## config.mk

```make
export PLATFORM = sky130hd
export DESIGN_NAME = mono_bitmap_colour_expander
export DESIGN_NICKNAME = d
export VERILOG_FILES = /design/src/rtl/mbce_pkg.sv /design/src/rtl/mbce_ram.sv /design/src/rtl/mbce_front.sv /design/src/rtl/mbce_fifo.sv /design/src/rtl/mbce_back.sv /design/src/rtl/mono_bitmap_colour_expander.sv
export VERILOG_INCLUDE_DIRS = /design/src /design/src/rtl
export SDC_FILE = /design/constraint.sdc
export NUM_CORES = 1
export LEC_CHECK = 0
export ABC_AREA = 1
export CORE_ASPECT_RATIO = 0.6
export CORE_MARGIN = 2
export CORE_UTILIZATION = 40
export CTS_CLUSTER_DIAMETER = 80
export DETAILED_ROUTE_END_ITERATION = 8
export DONT_BUFFER_PORTS = 1
export PLACE_DENSITY_LB_ADDON = 0.15
export SLEW_MARGIN = 20
export SYNTH_ARGS = -nofsm -noshare
export SYNTH_HDL_FRONTEND = slang
export SYNTH_SLANG_ARGS = --single-unit
```

## constraint.sdc

```tcl
create_clock -name clk -period 8.6 [get_ports clk]
set_input_delay 1.72 -clock clk [delete_from_list [all_inputs] [get_ports clk]]
set_output_delay 1.72 -clock clk [all_outputs]
set_load 0.05 [all_outputs]
```

## src/rtl/mono_bitmap_colour_expander_assert.svh

```systemverilog
// assertion macros for the mono bitmap colour expander
// expects clk and arst_n in the scope of each use
`ifndef MONO_BITMAP_COLOUR_EXPANDER_ASSERT_SVH
`define MONO_BITMAP_COLOUR_EXPANDER_ASSERT_SVH
`ifndef NO_ASSERTIONS
`define MBCE_ASSERT_IMP(lbl, ante, cons, msg) \
	lbl: assert property (@(posedge clk) disable iff (!arst_n) (ante) |-> (cons)) \
		else $error(msg);
`define MBCE_ASSERT_NXT(lbl, ante, cons, msg) \
	lbl: assert property (@(posedge clk) disable iff (!arst_n) (ante) |=> (cons)) \
		else $error(msg);
`else
`define MBCE_ASSERT_IMP(lbl, ante, cons, msg)
`define MBCE_ASSERT_NXT(lbl, ante, cons, msg)
`endif
`endif

```

## src/rtl/mbce_pkg.sv

```systemverilog
// shared types and constants of the mono bitmap colour expander
// no dependencies
`default_nettype none
package mbce_pkg;

	localparam int BYTES_PER_HALF_DEF = 4;
	localparam int ROWS_DEF           = 16;
	localparam int QUEUE_DEPTH        = 4;
	localparam int PAT_DEPTH          = 256;
	localparam int PAL_DEPTH          = 16;

	localparam logic [1:0] OP_BYTE = 2'd0;
	localparam logic [1:0] OP_PAT  = 2'd1;
	localparam logic [1:0] OP_PAL  = 2'd2;
	localparam logic [1:0] OP_NONE = 2'd3;

	localparam logic [1:0] MODE_MIRROR   = 2'd0;
	localparam logic [1:0] MODE_UNMIRROR = 2'd1;
	localparam logic [1:0] MODE_OVERDUB  = 2'd2;
	localparam logic [1:0] MODE_PATTERN  = 2'd3;

	localparam logic [1:0] CFG_MODE   = 2'd0;
	localparam logic [1:0] CFG_COLOUR = 2'd1;
	localparam logic [1:0] CFG_OFFSET = 2'd2;

	typedef struct packed {
		logic [1:0]  mode;
		logic [31:0] fixed_colour;
		logic [3:0]  pattern_offset;
	} cfg_t;

	// one queued command: a bitmap byte or a table load
	typedef struct packed {
		logic [1:0] op;
		logic [7:0] data;
		logic [7:0] idx;
		logic [3:0] pos;
		logic [3:0] row;
		logic       row_end;
		logic       frame_end;
	} qent_t;

	typedef struct packed {
		logic [3:0]  row_number;
		logic [2:0]  group_index;
		logic [31:0] pixel_colour;
		logic [7:0]  pixel_on;
		logic [7:0]  write_enable;
		logic        frame_last;
	} res_t;

endpackage
`default_nettype wire

```

## src/rtl/mbce_ram.sv

```systemverilog
// generic single write port ram with registered read
// no dependencies
`default_nettype none
module mbce_ram #(
	parameter int WIDTH = 8,
	parameter int DEPTH = 16,
	localparam int AW = (DEPTH > 1) ? $clog2(DEPTH) : 1
) (
	input  wire logic             clk,
	input  wire logic             we,
	input  wire logic [AW-1:0]    waddr,
	input  wire logic [WIDTH-1:0] wdata,
	input  wire logic             re,
	input  wire logic [AW-1:0]    raddr,
	output logic      [WIDTH-1:0] rdata
);

	logic [WIDTH-1:0] mem_q [DEPTH];

	always_ff @(posedge clk) begin
		if (we) begin
			mem_q[waddr] <= wdata;
		end
		if (re) begin
			rdata <= mem_q[raddr];
		end
	end

endmodule
`default_nettype wire

```

## src/rtl/mbce_front.sv

```systemverilog
// front end: accepts input beats, tracks byte and row position, queues commands
// depends on mbce_pkg
`default_nettype none
module mbce_front #(
	parameter int BYTES_PER_HALF = mbce_pkg::BYTES_PER_HALF_DEF,
	parameter int ROWS           = mbce_pkg::ROWS_DEF
) (
	input  wire logic           clk,
	input  wire logic           arst_n,
	input  wire logic           in_valid,
	output logic                in_ready,
	input  wire logic [1:0]     operation,
	input  wire logic [7:0]     data_byte,
	input  wire logic [7:0]     entry_index,
	output logic                q_push,
	input  wire logic           q_ready,
	output mbce_pkg::qent_t     q_entry
);

	localparam int POSW = (BYTES_PER_HALF > 1) ? $clog2(BYTES_PER_HALF) : 1;
	localparam int RW   = (ROWS > 1) ? $clog2(ROWS) : 1;

	logic [POSW-1:0] pos_q;
	logic [RW-1:0]   row_q;
	logic            accept;
	logic            row_end;
	logic            frame_end;

	assign in_ready  = q_ready;
	assign accept    = in_valid && q_ready;
	assign q_push    = accept && (operation != mbce_pkg::OP_NONE);
	assign row_end   = (pos_q == POSW'(BYTES_PER_HALF - 1));
	assign frame_end = (row_q == RW'(ROWS - 1));

	always_comb begin
		q_entry.op        = operation;
		q_entry.data      = data_byte;
		q_entry.idx       = entry_index;
		q_entry.pos       = 4'(pos_q);
		q_entry.row       = 4'(row_q);
		q_entry.row_end   = row_end;
		q_entry.frame_end = frame_end;
	end

	always_ff @(posedge clk or negedge arst_n) begin
		if (!arst_n) begin
			pos_q <= '0;
			row_q <= '0;
		end else if (accept && operation == mbce_pkg::OP_BYTE) begin
			if (row_end) begin
				pos_q <= '0;
				row_q <= frame_end ? '0 : row_q + 1'b1;
			end else begin
				pos_q <= pos_q + 1'b1;
			end
		end
	end

endmodule
`default_nettype wire

```

## src/rtl/mbce_fifo.sv

```systemverilog
// short command queue between front and back end
// depends on mbce_pkg
`default_nettype none
module mbce_fifo #(
	parameter int DEPTH = mbce_pkg::QUEUE_DEPTH
) (
	input  wire logic            clk,
	input  wire logic            arst_n,
	input  wire logic            push_valid,
	output logic                 push_ready,
	input  wire mbce_pkg::qent_t push_data,
	output logic                 pop_valid,
	input  wire logic            pop_ready,
	output mbce_pkg::qent_t      pop_data
);

	localparam int AW = (DEPTH > 1) ? $clog2(DEPTH) : 1;
	localparam int CW = $clog2(DEPTH + 1);

	mbce_pkg::qent_t mem_q [DEPTH];
	logic [AW-1:0]   wr_ptr_q;
	logic [AW-1:0]   rd_ptr_q;
	logic [CW-1:0]   count_q;
	logic            do_push;
	logic            do_pop;

	assign push_ready = (count_q != CW'(DEPTH));
	assign pop_valid  = (count_q != '0);
	assign pop_data   = mem_q[rd_ptr_q];
	assign do_push    = push_valid && push_ready;
	assign do_pop     = pop_valid && pop_ready;

	always_ff @(posedge clk) begin
		if (do_push) begin
			mem_q[wr_ptr_q] <= push_data;
		end
	end

	always_ff @(posedge clk or negedge arst_n) begin
		if (!arst_n) begin
			wr_ptr_q <= '0;
			rd_ptr_q <= '0;
			count_q  <= '0;
		end else begin
			if (do_push) begin
				wr_ptr_q <= (wr_ptr_q == AW'(DEPTH - 1)) ? '0 : wr_ptr_q + 1'b1;
			end
			if (do_pop) begin
				rd_ptr_q <= (rd_ptr_q == AW'(DEPTH - 1)) ? '0 : rd_ptr_q + 1'b1;
			end
			if (do_push && !do_pop) begin
				count_q <= count_q + 1'b1;
			end else if (do_pop && !do_push) begin
				count_q <= count_q - 1'b1;
			end
		end
	end

endmodule
`default_nettype wire

```

## src/rtl/mbce_back.sv

```systemverilog
// back end: executes queued commands, replays rows, looks up colours
// depends on mbce_pkg and mbce_ram
`default_nettype none
module mbce_back #(
	parameter int BYTES_PER_HALF = mbce_pkg::BYTES_PER_HALF_DEF
) (
	input  wire logic            clk,
	input  wire logic            arst_n,
	input  wire mbce_pkg::cfg_t  cfg,
	input  wire logic            q_valid,
	output logic                 q_ready,
	input  wire mbce_pkg::qent_t q_entry,
	output logic                 out_valid,
	input  wire logic            out_ready,
	output mbce_pkg::res_t       res
);

	localparam int POSW = (BYTES_PER_HALF > 1) ? $clog2(BYTES_PER_HALF) : 1;
	localparam int PAW  = $clog2(mbce_pkg::PAT_DEPTH);

	localparam logic ST_IDLE   = 1'b0;
	localparam logic ST_REPLAY = 1'b1;

	function automatic logic [7:0] rev8(input logic [7:0] b);
		logic [7:0] r;
		for (int i = 0; i < 8; i++) begin
			r[i] = b[7-i];
		end
		return r;
	endfunction

	logic            state_q;
	logic [POSW-1:0] k_q;
	logic [3:0]      rep_row_q;
	logic            rep_last_q;
	logic [7:0]      store_q [BYTES_PER_HALF];
	logic [7:0]      pal_q [mbce_pkg::PAL_DEPTH];
	logic [mbce_pkg::PAT_DEPTH-1:0] pat_vld_q;

	logic        vld_s1;
	logic [3:0]  row_s1;
	logic [2:0]  grp_s1;
	logic [7:0]  on_s1;
	logic        last_s1;
	logic        pv_s1;
	logic [3:0]  pat_rd;

	logic        is_byte;
	logic        adv_s1;
	logic        s1_free;
	logic        issue_byte;
	logic        issue_rep;
	logic        issue;
	logic        rep_done;
	logic [4:0]  gsum;
	logic [3:0]  iss_row;
	logic [3:0]  iss_col;
	logic [2:0]  iss_grp;
	logic [7:0]  iss_on;
	logic        iss_last;
	logic [PAW-1:0] iss_addr;
	logic        pat_we;
	logic [3:0]  pal_idx;

	assign is_byte  = (q_entry.op == mbce_pkg::OP_BYTE);
	assign adv_s1   = vld_s1 && (!out_valid || out_ready);
	assign s1_free  = !vld_s1 || adv_s1;
	// loads wait for the colour stage to drain so earlier groups see old tables
	assign q_ready  = (state_q == ST_IDLE) && (is_byte ? s1_free : !vld_s1);
	assign issue_byte = q_valid && q_ready && is_byte;
	assign issue_rep  = (state_q == ST_REPLAY) && s1_free;
	assign issue      = issue_byte || issue_rep;
	assign rep_done   = (k_q == POSW'(BYTES_PER_HALF - 1));
	assign pat_we     = q_valid && q_ready && (q_entry.op == mbce_pkg::OP_PAT);
	assign gsum       = 5'(BYTES_PER_HALF) + 5'(k_q);

	always_comb begin
		if (state_q == ST_REPLAY) begin
			iss_row  = rep_row_q;
			iss_col  = 4'(k_q);
			iss_grp  = gsum[2:0];
			iss_last = rep_done && rep_last_q;
			if (cfg.mode == mbce_pkg::MODE_UNMIRROR) begin
				iss_on = store_q[k_q];
			end else begin
				iss_on = rev8(store_q[POSW'(BYTES_PER_HALF - 1) - k_q]);
			end
		end else begin
			iss_row  = q_entry.row;
			iss_col  = q_entry.pos;
			iss_grp  = q_entry.pos[2:0];
			iss_last = 1'b0;
			iss_on   = q_entry.data;
		end
		iss_addr = {iss_row, iss_col};
	end

	mbce_ram #(
		.WIDTH(4),
		.DEPTH(mbce_pkg::PAT_DEPTH)
	) u_pat_ram (
		.clk   (clk),
		.we    (pat_we),
		.waddr (q_entry.idx),
		.wdata (q_entry.data[3:0]),
		.re    (issue),
		.raddr (iss_addr),
		.rdata (pat_rd)
	);

	always_ff @(posedge clk or negedge arst_n) begin
		if (!arst_n) begin
			state_q    <= ST_IDLE;
			k_q        <= '0;
			rep_row_q  <= '0;
			rep_last_q <= 1'b0;
			pat_vld_q  <= '0;
			for (int i = 0; i < mbce_pkg::PAL_DEPTH; i++) begin
				pal_q[i] <= '0;
			end
		end else begin
			unique case (state_q)
				ST_IDLE: begin
					if (issue_byte && q_entry.row_end) begin
						state_q    <= ST_REPLAY;
						k_q        <= '0;
						rep_row_q  <= q_entry.row;
						rep_last_q <= q_entry.frame_end;
					end
				end
				ST_REPLAY: begin
					if (issue_rep) begin
						if (rep_done) begin
							state_q <= ST_IDLE;
						end else begin
							k_q <= k_q + 1'b1;
						end
					end
				end
				default: state_q <= ST_IDLE;
			endcase
			if (pat_we) begin
				pat_vld_q[q_entry.idx] <= 1'b1;
			end
			if (q_valid && q_ready && q_entry.op == mbce_pkg::OP_PAL) begin
				pal_q[q_entry.idx[3:0]] <= q_entry.data;
			end
		end
	end

	always_ff @(posedge clk) begin
		if (issue_byte) begin
			store_q[q_entry.pos[POSW-1:0]] <= q_entry.data;
		end
	end

	// stage 1: group issued, pattern read in flight
	always_ff @(posedge clk or negedge arst_n) begin
		if (!arst_n) begin
			vld_s1 <= 1'b0;
		end else if (issue) begin
			vld_s1 <= 1'b1;
		end else if (adv_s1) begin
			vld_s1 <= 1'b0;
		end
	end

	always_ff @(posedge clk) begin
		if (issue) begin
			row_s1  <= iss_row;
			grp_s1  <= iss_grp;
			on_s1   <= iss_on;
			last_s1 <= iss_last;
			pv_s1   <= pat_vld_q[iss_addr];
		end
	end

	// unwritten pattern entries read as zero
	assign pal_idx = cfg.pattern_offset + (pv_s1 ? pat_rd : 4'd0);

	always_ff @(posedge clk or negedge arst_n) begin
		if (!arst_n) begin
			out_valid <= 1'b0;
		end else if (adv_s1) begin
			out_valid <= 1'b1;
		end else if (out_ready) begin
			out_valid <= 1'b0;
		end
	end

	always_ff @(posedge clk) begin
		if (adv_s1) begin
			res.row_number   <= row_s1;
			res.group_index  <= grp_s1;
			res.pixel_on     <= on_s1;
			res.frame_last   <= last_s1;
			res.pixel_colour <= (cfg.mode == mbce_pkg::MODE_PATTERN) ?
				{24'd0, pal_q[pal_idx]} : cfg.fixed_colour;
			res.write_enable <= (cfg.mode == mbce_pkg::MODE_OVERDUB) ? on_s1 : 8'hff;
		end
	end

endmodule
`default_nettype wire

```

## src/rtl/mono_bitmap_colour_expander.sv

```systemverilog
// top level of the mono bitmap colour expander: config registers and wiring
// depends on mbce_pkg, mbce_front, mbce_fifo, mbce_back and the assertion header
//
// Bitmap bytes enter row by row; each yields one first-panel group right away,
// and the last byte of a row also yields the row's second-panel groups, one
// group per clock while the output is not stalled. Table loads wait in the back
// end for the colour stage to drain. The back end has a single group issue port
// and a one-read pattern ram, and takes no new command while it replays a row.
// The first group of an accepted beat passes the queue write, the pattern read
// in stage 1 and the output register. The input side keeps accepting while the
// back end replays, up to the four-entry command queue. No clearing pass runs
// after reset.
`default_nettype none
`include "mono_bitmap_colour_expander_assert.svh"
module mono_bitmap_colour_expander #(
	parameter int BYTES_PER_HALF = mbce_pkg::BYTES_PER_HALF_DEF,
	parameter int ROWS           = mbce_pkg::ROWS_DEF
) (
	input  wire logic        clk,
	input  wire logic        arst_n,
	input  wire logic        in_valid,
	output logic             in_ready,
	input  wire logic [1:0]  operation,
	input  wire logic [7:0]  data_byte,
	input  wire logic [7:0]  entry_index,
	output logic             out_valid,
	input  wire logic        out_ready,
	output logic [3:0]       row_number,
	output logic [2:0]       group_index,
	output logic [31:0]      pixel_colour,
	output logic [7:0]       pixel_on,
	output logic [7:0]       write_enable,
	output logic             frame_last,
	input  wire logic        cfg_valid,
	output logic             cfg_ready,
	input  wire logic [1:0]  cfg_index,
	input  wire logic [31:0] cfg_data
);

	localparam logic [2:0] LAST_GRP = 3'((2 * BYTES_PER_HALF) - 1);
	localparam logic [3:0] LAST_ROW = 4'(ROWS - 1);

	mbce_pkg::cfg_t  cfg_q;
	mbce_pkg::qent_t push_ent;
	mbce_pkg::qent_t pop_ent;
	mbce_pkg::res_t  res;
	logic            q_push;
	logic            q_push_ready;
	logic            q_valid;
	logic            q_pop;

	assign cfg_ready = 1'b1;

	always_ff @(posedge clk or negedge arst_n) begin
		if (!arst_n) begin
			cfg_q <= '0;
		end else if (cfg_valid) begin
			unique case (cfg_index)
				mbce_pkg::CFG_MODE:   cfg_q.mode           <= cfg_data[1:0];
				mbce_pkg::CFG_COLOUR: cfg_q.fixed_colour   <= cfg_data;
				mbce_pkg::CFG_OFFSET: cfg_q.pattern_offset <= cfg_data[3:0];
				default: ;
			endcase
		end
	end

	mbce_front #(
		.BYTES_PER_HALF(BYTES_PER_HALF),
		.ROWS(ROWS)
	) u_front (
		.clk         (clk),
		.arst_n      (arst_n),
		.in_valid    (in_valid),
		.in_ready    (in_ready),
		.operation   (operation),
		.data_byte   (data_byte),
		.entry_index (entry_index),
		.q_push      (q_push),
		.q_ready     (q_push_ready),
		.q_entry     (push_ent)
	);

	mbce_fifo #(
		.DEPTH(mbce_pkg::QUEUE_DEPTH)
	) u_fifo (
		.clk        (clk),
		.arst_n     (arst_n),
		.push_valid (q_push),
		.push_ready (q_push_ready),
		.push_data  (push_ent),
		.pop_valid  (q_valid),
		.pop_ready  (q_pop),
		.pop_data   (pop_ent)
	);

	mbce_back #(
		.BYTES_PER_HALF(BYTES_PER_HALF)
	) u_back (
		.clk       (clk),
		.arst_n    (arst_n),
		.cfg       (cfg_q),
		.q_valid   (q_valid),
		.q_ready   (q_pop),
		.q_entry   (pop_ent),
		.out_valid (out_valid),
		.out_ready (out_ready),
		.res       (res)
	);

	assign row_number   = res.row_number;
	assign group_index  = res.group_index;
	assign pixel_colour = res.pixel_colour;
	assign pixel_on     = res.pixel_on;
	assign write_enable = res.write_enable;
	assign frame_last   = res.frame_last;

	`MBCE_ASSERT_IMP(a_frame_last_pos, out_valid && frame_last,
		(group_index == LAST_GRP) && (row_number == LAST_ROW),
		"frame end flagged away from the last group of the last row")
	`MBCE_ASSERT_IMP(a_we_form, out_valid && (write_enable != 8'hff),
		write_enable == pixel_on, "write enable neither full nor lit pixels")
	`MBCE_ASSERT_IMP(a_full_not_empty, !in_ready, q_valid,
		"input stalled while command queue is empty")
	`MBCE_ASSERT_NXT(a_push_lands,
		in_valid && in_ready && (operation != mbce_pkg::OP_NONE), q_valid,
		"queued beat missing from command queue")

endmodule
`default_nettype wire

```

==> impl_summary.log <==
INFO  metric synth.net_count = between 3000 and 4000
INFO  metric synth_seq_cells = slightly above 700
INFO  metric drc = 0
INFO  metric design.final.nets = 3077
INFO  metric groute.usage.overall = 0.209
INFO  metric fillers = 7261
INFO  metric initial_utilization = 0.405
INFO  metric synth_area_per_cell = around 10 sq um
INFO  metric gr-total-overflow = 0
INFO  metric post_cts.resized_instances = 0
INFO  metric die_h = between 200 and 250 microns
INFO  metric timing.reg2reg.worst_path_depth = 13
INFO  metric setup_viol = 0
INFO  metric critical_path.reg2reg.endpoint = u_back.u_pat_ram.rdata[1]
INFO  metric fp-row-count = 79
INFO  metric p_sw_frac = 0.443
INFO  metric final_hold_viol_count = 0
INFO  metric critical_path.reg2reg.startpoint = u_fifo.rd_ptr_q[0]
INFO  metric largest_net_degree_at_the_start_of_global_routing = 254
INFO  metric tritoncts = built
INFO  metric reg2reg_setup_slack = approximately 4.3 ns
INFO  metric ir_worst_vdd = approximately 270 uV
INFO  metric end_kind = register
INFO  metric vias_per_cell = roughly 5.3
INFO  metric grt_util_met1 = 0.331
INFO  metric power_frac_clock = 0.221
INFO  metric most_common_cell_after_layout_fill_and_taps_aside = nand2_1
INFO  metric total_number_of_clock_tree_sinks = slightly above 700
INFO  metric final.min_clock_period = roughly 4.3 ns
INFO  metric worst-endpoint-required = ~9.1 ns
INFO  metric place_hpwl = around 51000 microns
INFO  metric cts_setup_buffers = 0
INFO  metric finalWorstSetupSlack = 4.26 ns
INFO  metric antenna-diode-count = 0
INFO  metric ant_nets = 0
INFO  metric number_of_antenna_violations_at_the_first_check_in_global_routing = 2
INFO  metric power_per_cell_area = 412 mW/mm^2
INFO  metric synth.area.top_cells = edfxtp_1 (45%), dfrtp_1 (20%), nand2_1 (6.9%), nand3_1 (6.0%), inv_1 (4.7%)
INFO  metric status = complete, no violations
INFO  metric critical_path_peak_fanout = 42
INFO  metric timing.clock.skew = between 0.02 and 0.03 ns
INFO  metric cts-htree-levels = 3
INFO  metric syn_to_final_growth = 10.3%
INFO  metric yosysTopAreaCell = edfxtp_1
INFO  metric clock_edge_transition_at_the_registers_on_the_reported_setup_and_hold_paths = roughly 0.060 ns
INFO  metric power_leakage = 14.1 nW
INFO  metric grt_use_met3 = 0.0523
INFO  metric final_max_slew_viol_count = 0
INFO  metric die_w = 366 microns
INFO  metric routed_wirelength = approximately 85000 microns
INFO  metric yosys_most_used_dff = edfxtp_1
INFO  metric commonest_non_fill_non_tap_cells_in_the_layout = nand2_1 (572), edfxtp_1 (469), inv_1 (389), nand3_1 (378), o21ai_0 (253)
INFO  metric data_arrival_critical_path = 4.84 ns
INFO  metric maxCapViolations = 0
INFO  metric clock-root-buffer = clkbuf_16
INFO  metric floorplan.core_area = around 0.078 sq mm
INFO  metric detailroute.via_count = approximately 22000
INFO  metric synthDominantCellAreaShare = 0.448
INFO  metric internal_power = 7.96 mW
INFO  metric placement.io_buffers = 0
INFO  metric place_worst_setup_slack = between 4 and 5 ns
INFO  metric worstHoldEndpoint = u_back.res[51]
INFO  metric postCtsHoldBufs = 0
INFO  metric path_class = register to register
INFO  metric deepest_clock_path_buffer_count = 3
INFO  metric number_of_global_route_vias_before_repair = 20900
INFO  metric syn-instance-count = 3074
INFO  metric async_flop_share = 0.350
INFO  metric cell_depth_of_the_worst_min_delay_path = 0
INFO  metric hold_path_class = register to register
INFO  metric design.die.area = about 0.081 sq mm
INFO  metric number_of_synthesized_flops_with_an_enable_pin = 469
INFO  metric critical_path.startpoint_type = register
INFO  metric grt_setup_unrepaired = no
INFO  metric comb_power_share = 0.401
INFO  metric post-route-period-util = 0.505
INFO  metric synthDistinctLibCells = 46
INFO  metric grt_pass1_wl = between 100000 and 150000 microns
INFO  metric drt_pass1_iterations = 7
INFO  metric synth-warning-count = 0
INFO  metric worst_slew_pin_slew = ~1.1 ns
INFO  metric tritoncts.num_buffers = 70
INFO  metric worst_skew_pair.late_latency = roughly 0.64 ns
INFO  metric p_seq_frac = 0.378
INFO  metric drive_gt1_frac = 0.0718
INFO  metric fin_tns_setup = 0 ns
INFO  metric drt-wirelength-per-cell = roughly 21 microns
INFO  metric switchingPower = about 6.3 mW
INFO  metric io_pins = approximately 120
INFO  metric routabilityCongestion = 0.815
INFO  metric dr.first_iter.drc_count = 2514
INFO  metric globalRouteMet2Util = 0.284
INFO  metric hold_path_startpoint = u_back.grp_s1[2]
INFO  metric rel_slew_slack = 0.271
INFO  metric synth.yosys.seq_area_share = 0.650
INFO  metric fmax = between 0.2 and 0.25 GHz
INFO  metric synth_area = about 0.031 sq mm
INFO  metric global_route.peak_usage_layer = met1
[worst max-delay path by stage]
stage | depth (start not counted) | start | to
detailed placement | 13 | u_fifo.rd_ptr_q[0] | u_back.u_pat_ram.rdata[1]
finish | 13 | u_fifo.rd_ptr_q[0] | u_back.u_pat_ram.rdata[1]
CTS | 13 | u_fifo.rd_ptr_q[0] | u_back.u_pat_ram.rdata[1]
floorplan | 2 | out_ready | u_back.res[0]
global route | 11 | u_back.state_q | u_back.u_pat_ram.rdata[1]
global placement | 10 | u_back.state_q | u_back.u_pat_ram.rdata[2]
[logic make-up (layout without fill, tap and decap cells)]
| group | Yosys count | in the layout | share of synthesized area |
|---|---|---|---|
| buf+inv | 578 | 567 | 0.0744 |
| xor+xnor | 6 | 6 | 0.00167 |
| flops | 722 | 722 | 0.650 |
| mux | 6 | 6 | 0.00215 |
| simple gates | 1292 | 1292 | 0.182 |
| other cells | 1 | 1 | 0.000119 |
| fa+ha+maj | 14 | 14 | 0.00605 |
| compound gates | 455 | 455 | 0.0839 |
[critical path: stages (launching register included)]
cell	delay [ns]
dfrtp_2	0.58
buf_4	0.48
nand2_1	0.11
nand3_1	0.11
nand2_1	0.11
o21ai_4	0.12
buf_4	0.55
clkinv_1	0.85
buf_4	0.51
nand3_1	0.12
nand3_1	0.13
nand3_1	0.24
nand3_1	0.17
nand2_1	0.09
[Yosys cell counts (2+ instances only)]
master,count
buf_4,9
edfxtp_1,469
nand3_2,6
mux2_2,6
nor2_1,248
nor3_1,6
inv_1,391
ha_1,12
a32oi_4,2
o21ai_0,255
dfrtp_1,253
buf_2,57
buf_1,6
nand3b_1,40
inv_6,2
a32oi_1,8
clkbuf_1,93
nor2_4,6
nor3_2,2
o211ai_1,24
o221ai_1,4
a32o_1,2
a21oi_1,64
buf_6,7
xnor2_1,4
fa_1,2
nor2_2,5
nand3_1,379
nand3_4,3
nand4_4,2
nand4_1,12
xor2_1,2
o21ai_1,51
inv_2,13
o32ai_1,32
o22ai_1,3
nand2_1,574
a32oi_2,5
nand2_2,8
[area by class of cell]
| type | instances | area [sq um] | share of cell area |
|---|---|---|---|
| Clock inverter | 34 | 327 | 0.00942 |
| Timing Repair Buffer | 32 | 240 | 0.00693 |
| Sequential cell | 722 | 20400 | 0.589 |
| Clock buffer | 95 | 1990 | 0.0574 |
| Inverter | 406 | 1530 | 0.0443 |
| Tap cell | 1053 | 1320 | 0.0380 |
| Multi-Input combinational cell | 1774 | 8830 | 0.255 |
[power by group through the flow]
stage / combinational (mW) / clock [mW] / sequential [mW]
2_1_floorplan: 3.78 / 0 / 5.35
3_3_place_gp: 5.59 / 0 / 5.44
3_5_place_dp: 5.66 / 0 / 5.46
4_1_cts: 5.68 / 3.24 / 5.40
5_1_grt: 6.30 / 3.37 / 5.46
6_report: 5.73 / 3.16 / 5.40
[metrics by stage]
| step | util | std cells | instance area (sq um) | hold slack (ns) | power (mW) |
|---|---|---|---|---|---|
| 6_report | 0.447 | 4116 | 34700 | 0.439 | 14.3 |
| 5_1_grt | 0.447 | 4116 | 34700 | 0.452 | 15.1 |
| 4_1_cts | 0.446 | 4116 | 34600 | 0.436 | 14.3 |
| 3_5_place_dp | 0.417 | 3987 | 32300 | 0.424 | 11.1 |
| 3_3_place_gp | 0.417 | 3987 | 32300 | 0.416 | 11.0 |
| 2_1_floorplan | - | 3074 | 31400 | 0.400 | 9.13 |
[state kept, by name, summed over array words and instances, names as in the netlist]
name / flops
cfg_q: 38
u_back.rep_last_q: 1
u_back.k_q: 2
u_fifo.wr_ptr_q: 2
u_back.row_s1: 4
u_back.vld_s1: 1
u_fifo.rd_ptr_q: 2
u_back.pat_vld_q: 64
u_back.out_valid: 1
u_fifo.mem_q: 104
u_back.pv_s1: 1
u_back.grp_s1: 3
u_back.u_pat_ram.mem_q: 256
u_back.on_s1: 8
u_back.store_q: 32
u_back.last_s1: 1
u_back.res: 56
u_back.pal_q: 128
u_back.state_q: 1
u_fifo.count_q: 3
u_back.u_pat_ram.rdata: 4
u_front.pos_q: 2
u_front.row_q: 4
u_back.rep_row_q: 4
[metal layers]
metal  vias to the layer above  share of wire  routed length [microns]
met5                         -              0                        0
met4                         0          0.016                     1320
met3                        92          0.088                     7460
met2                       830           0.41                    34500
met1                     10800           0.49                    41500
li1                      10200              -                        -
No activity file was read; power rests on OpenSTA's default activity.
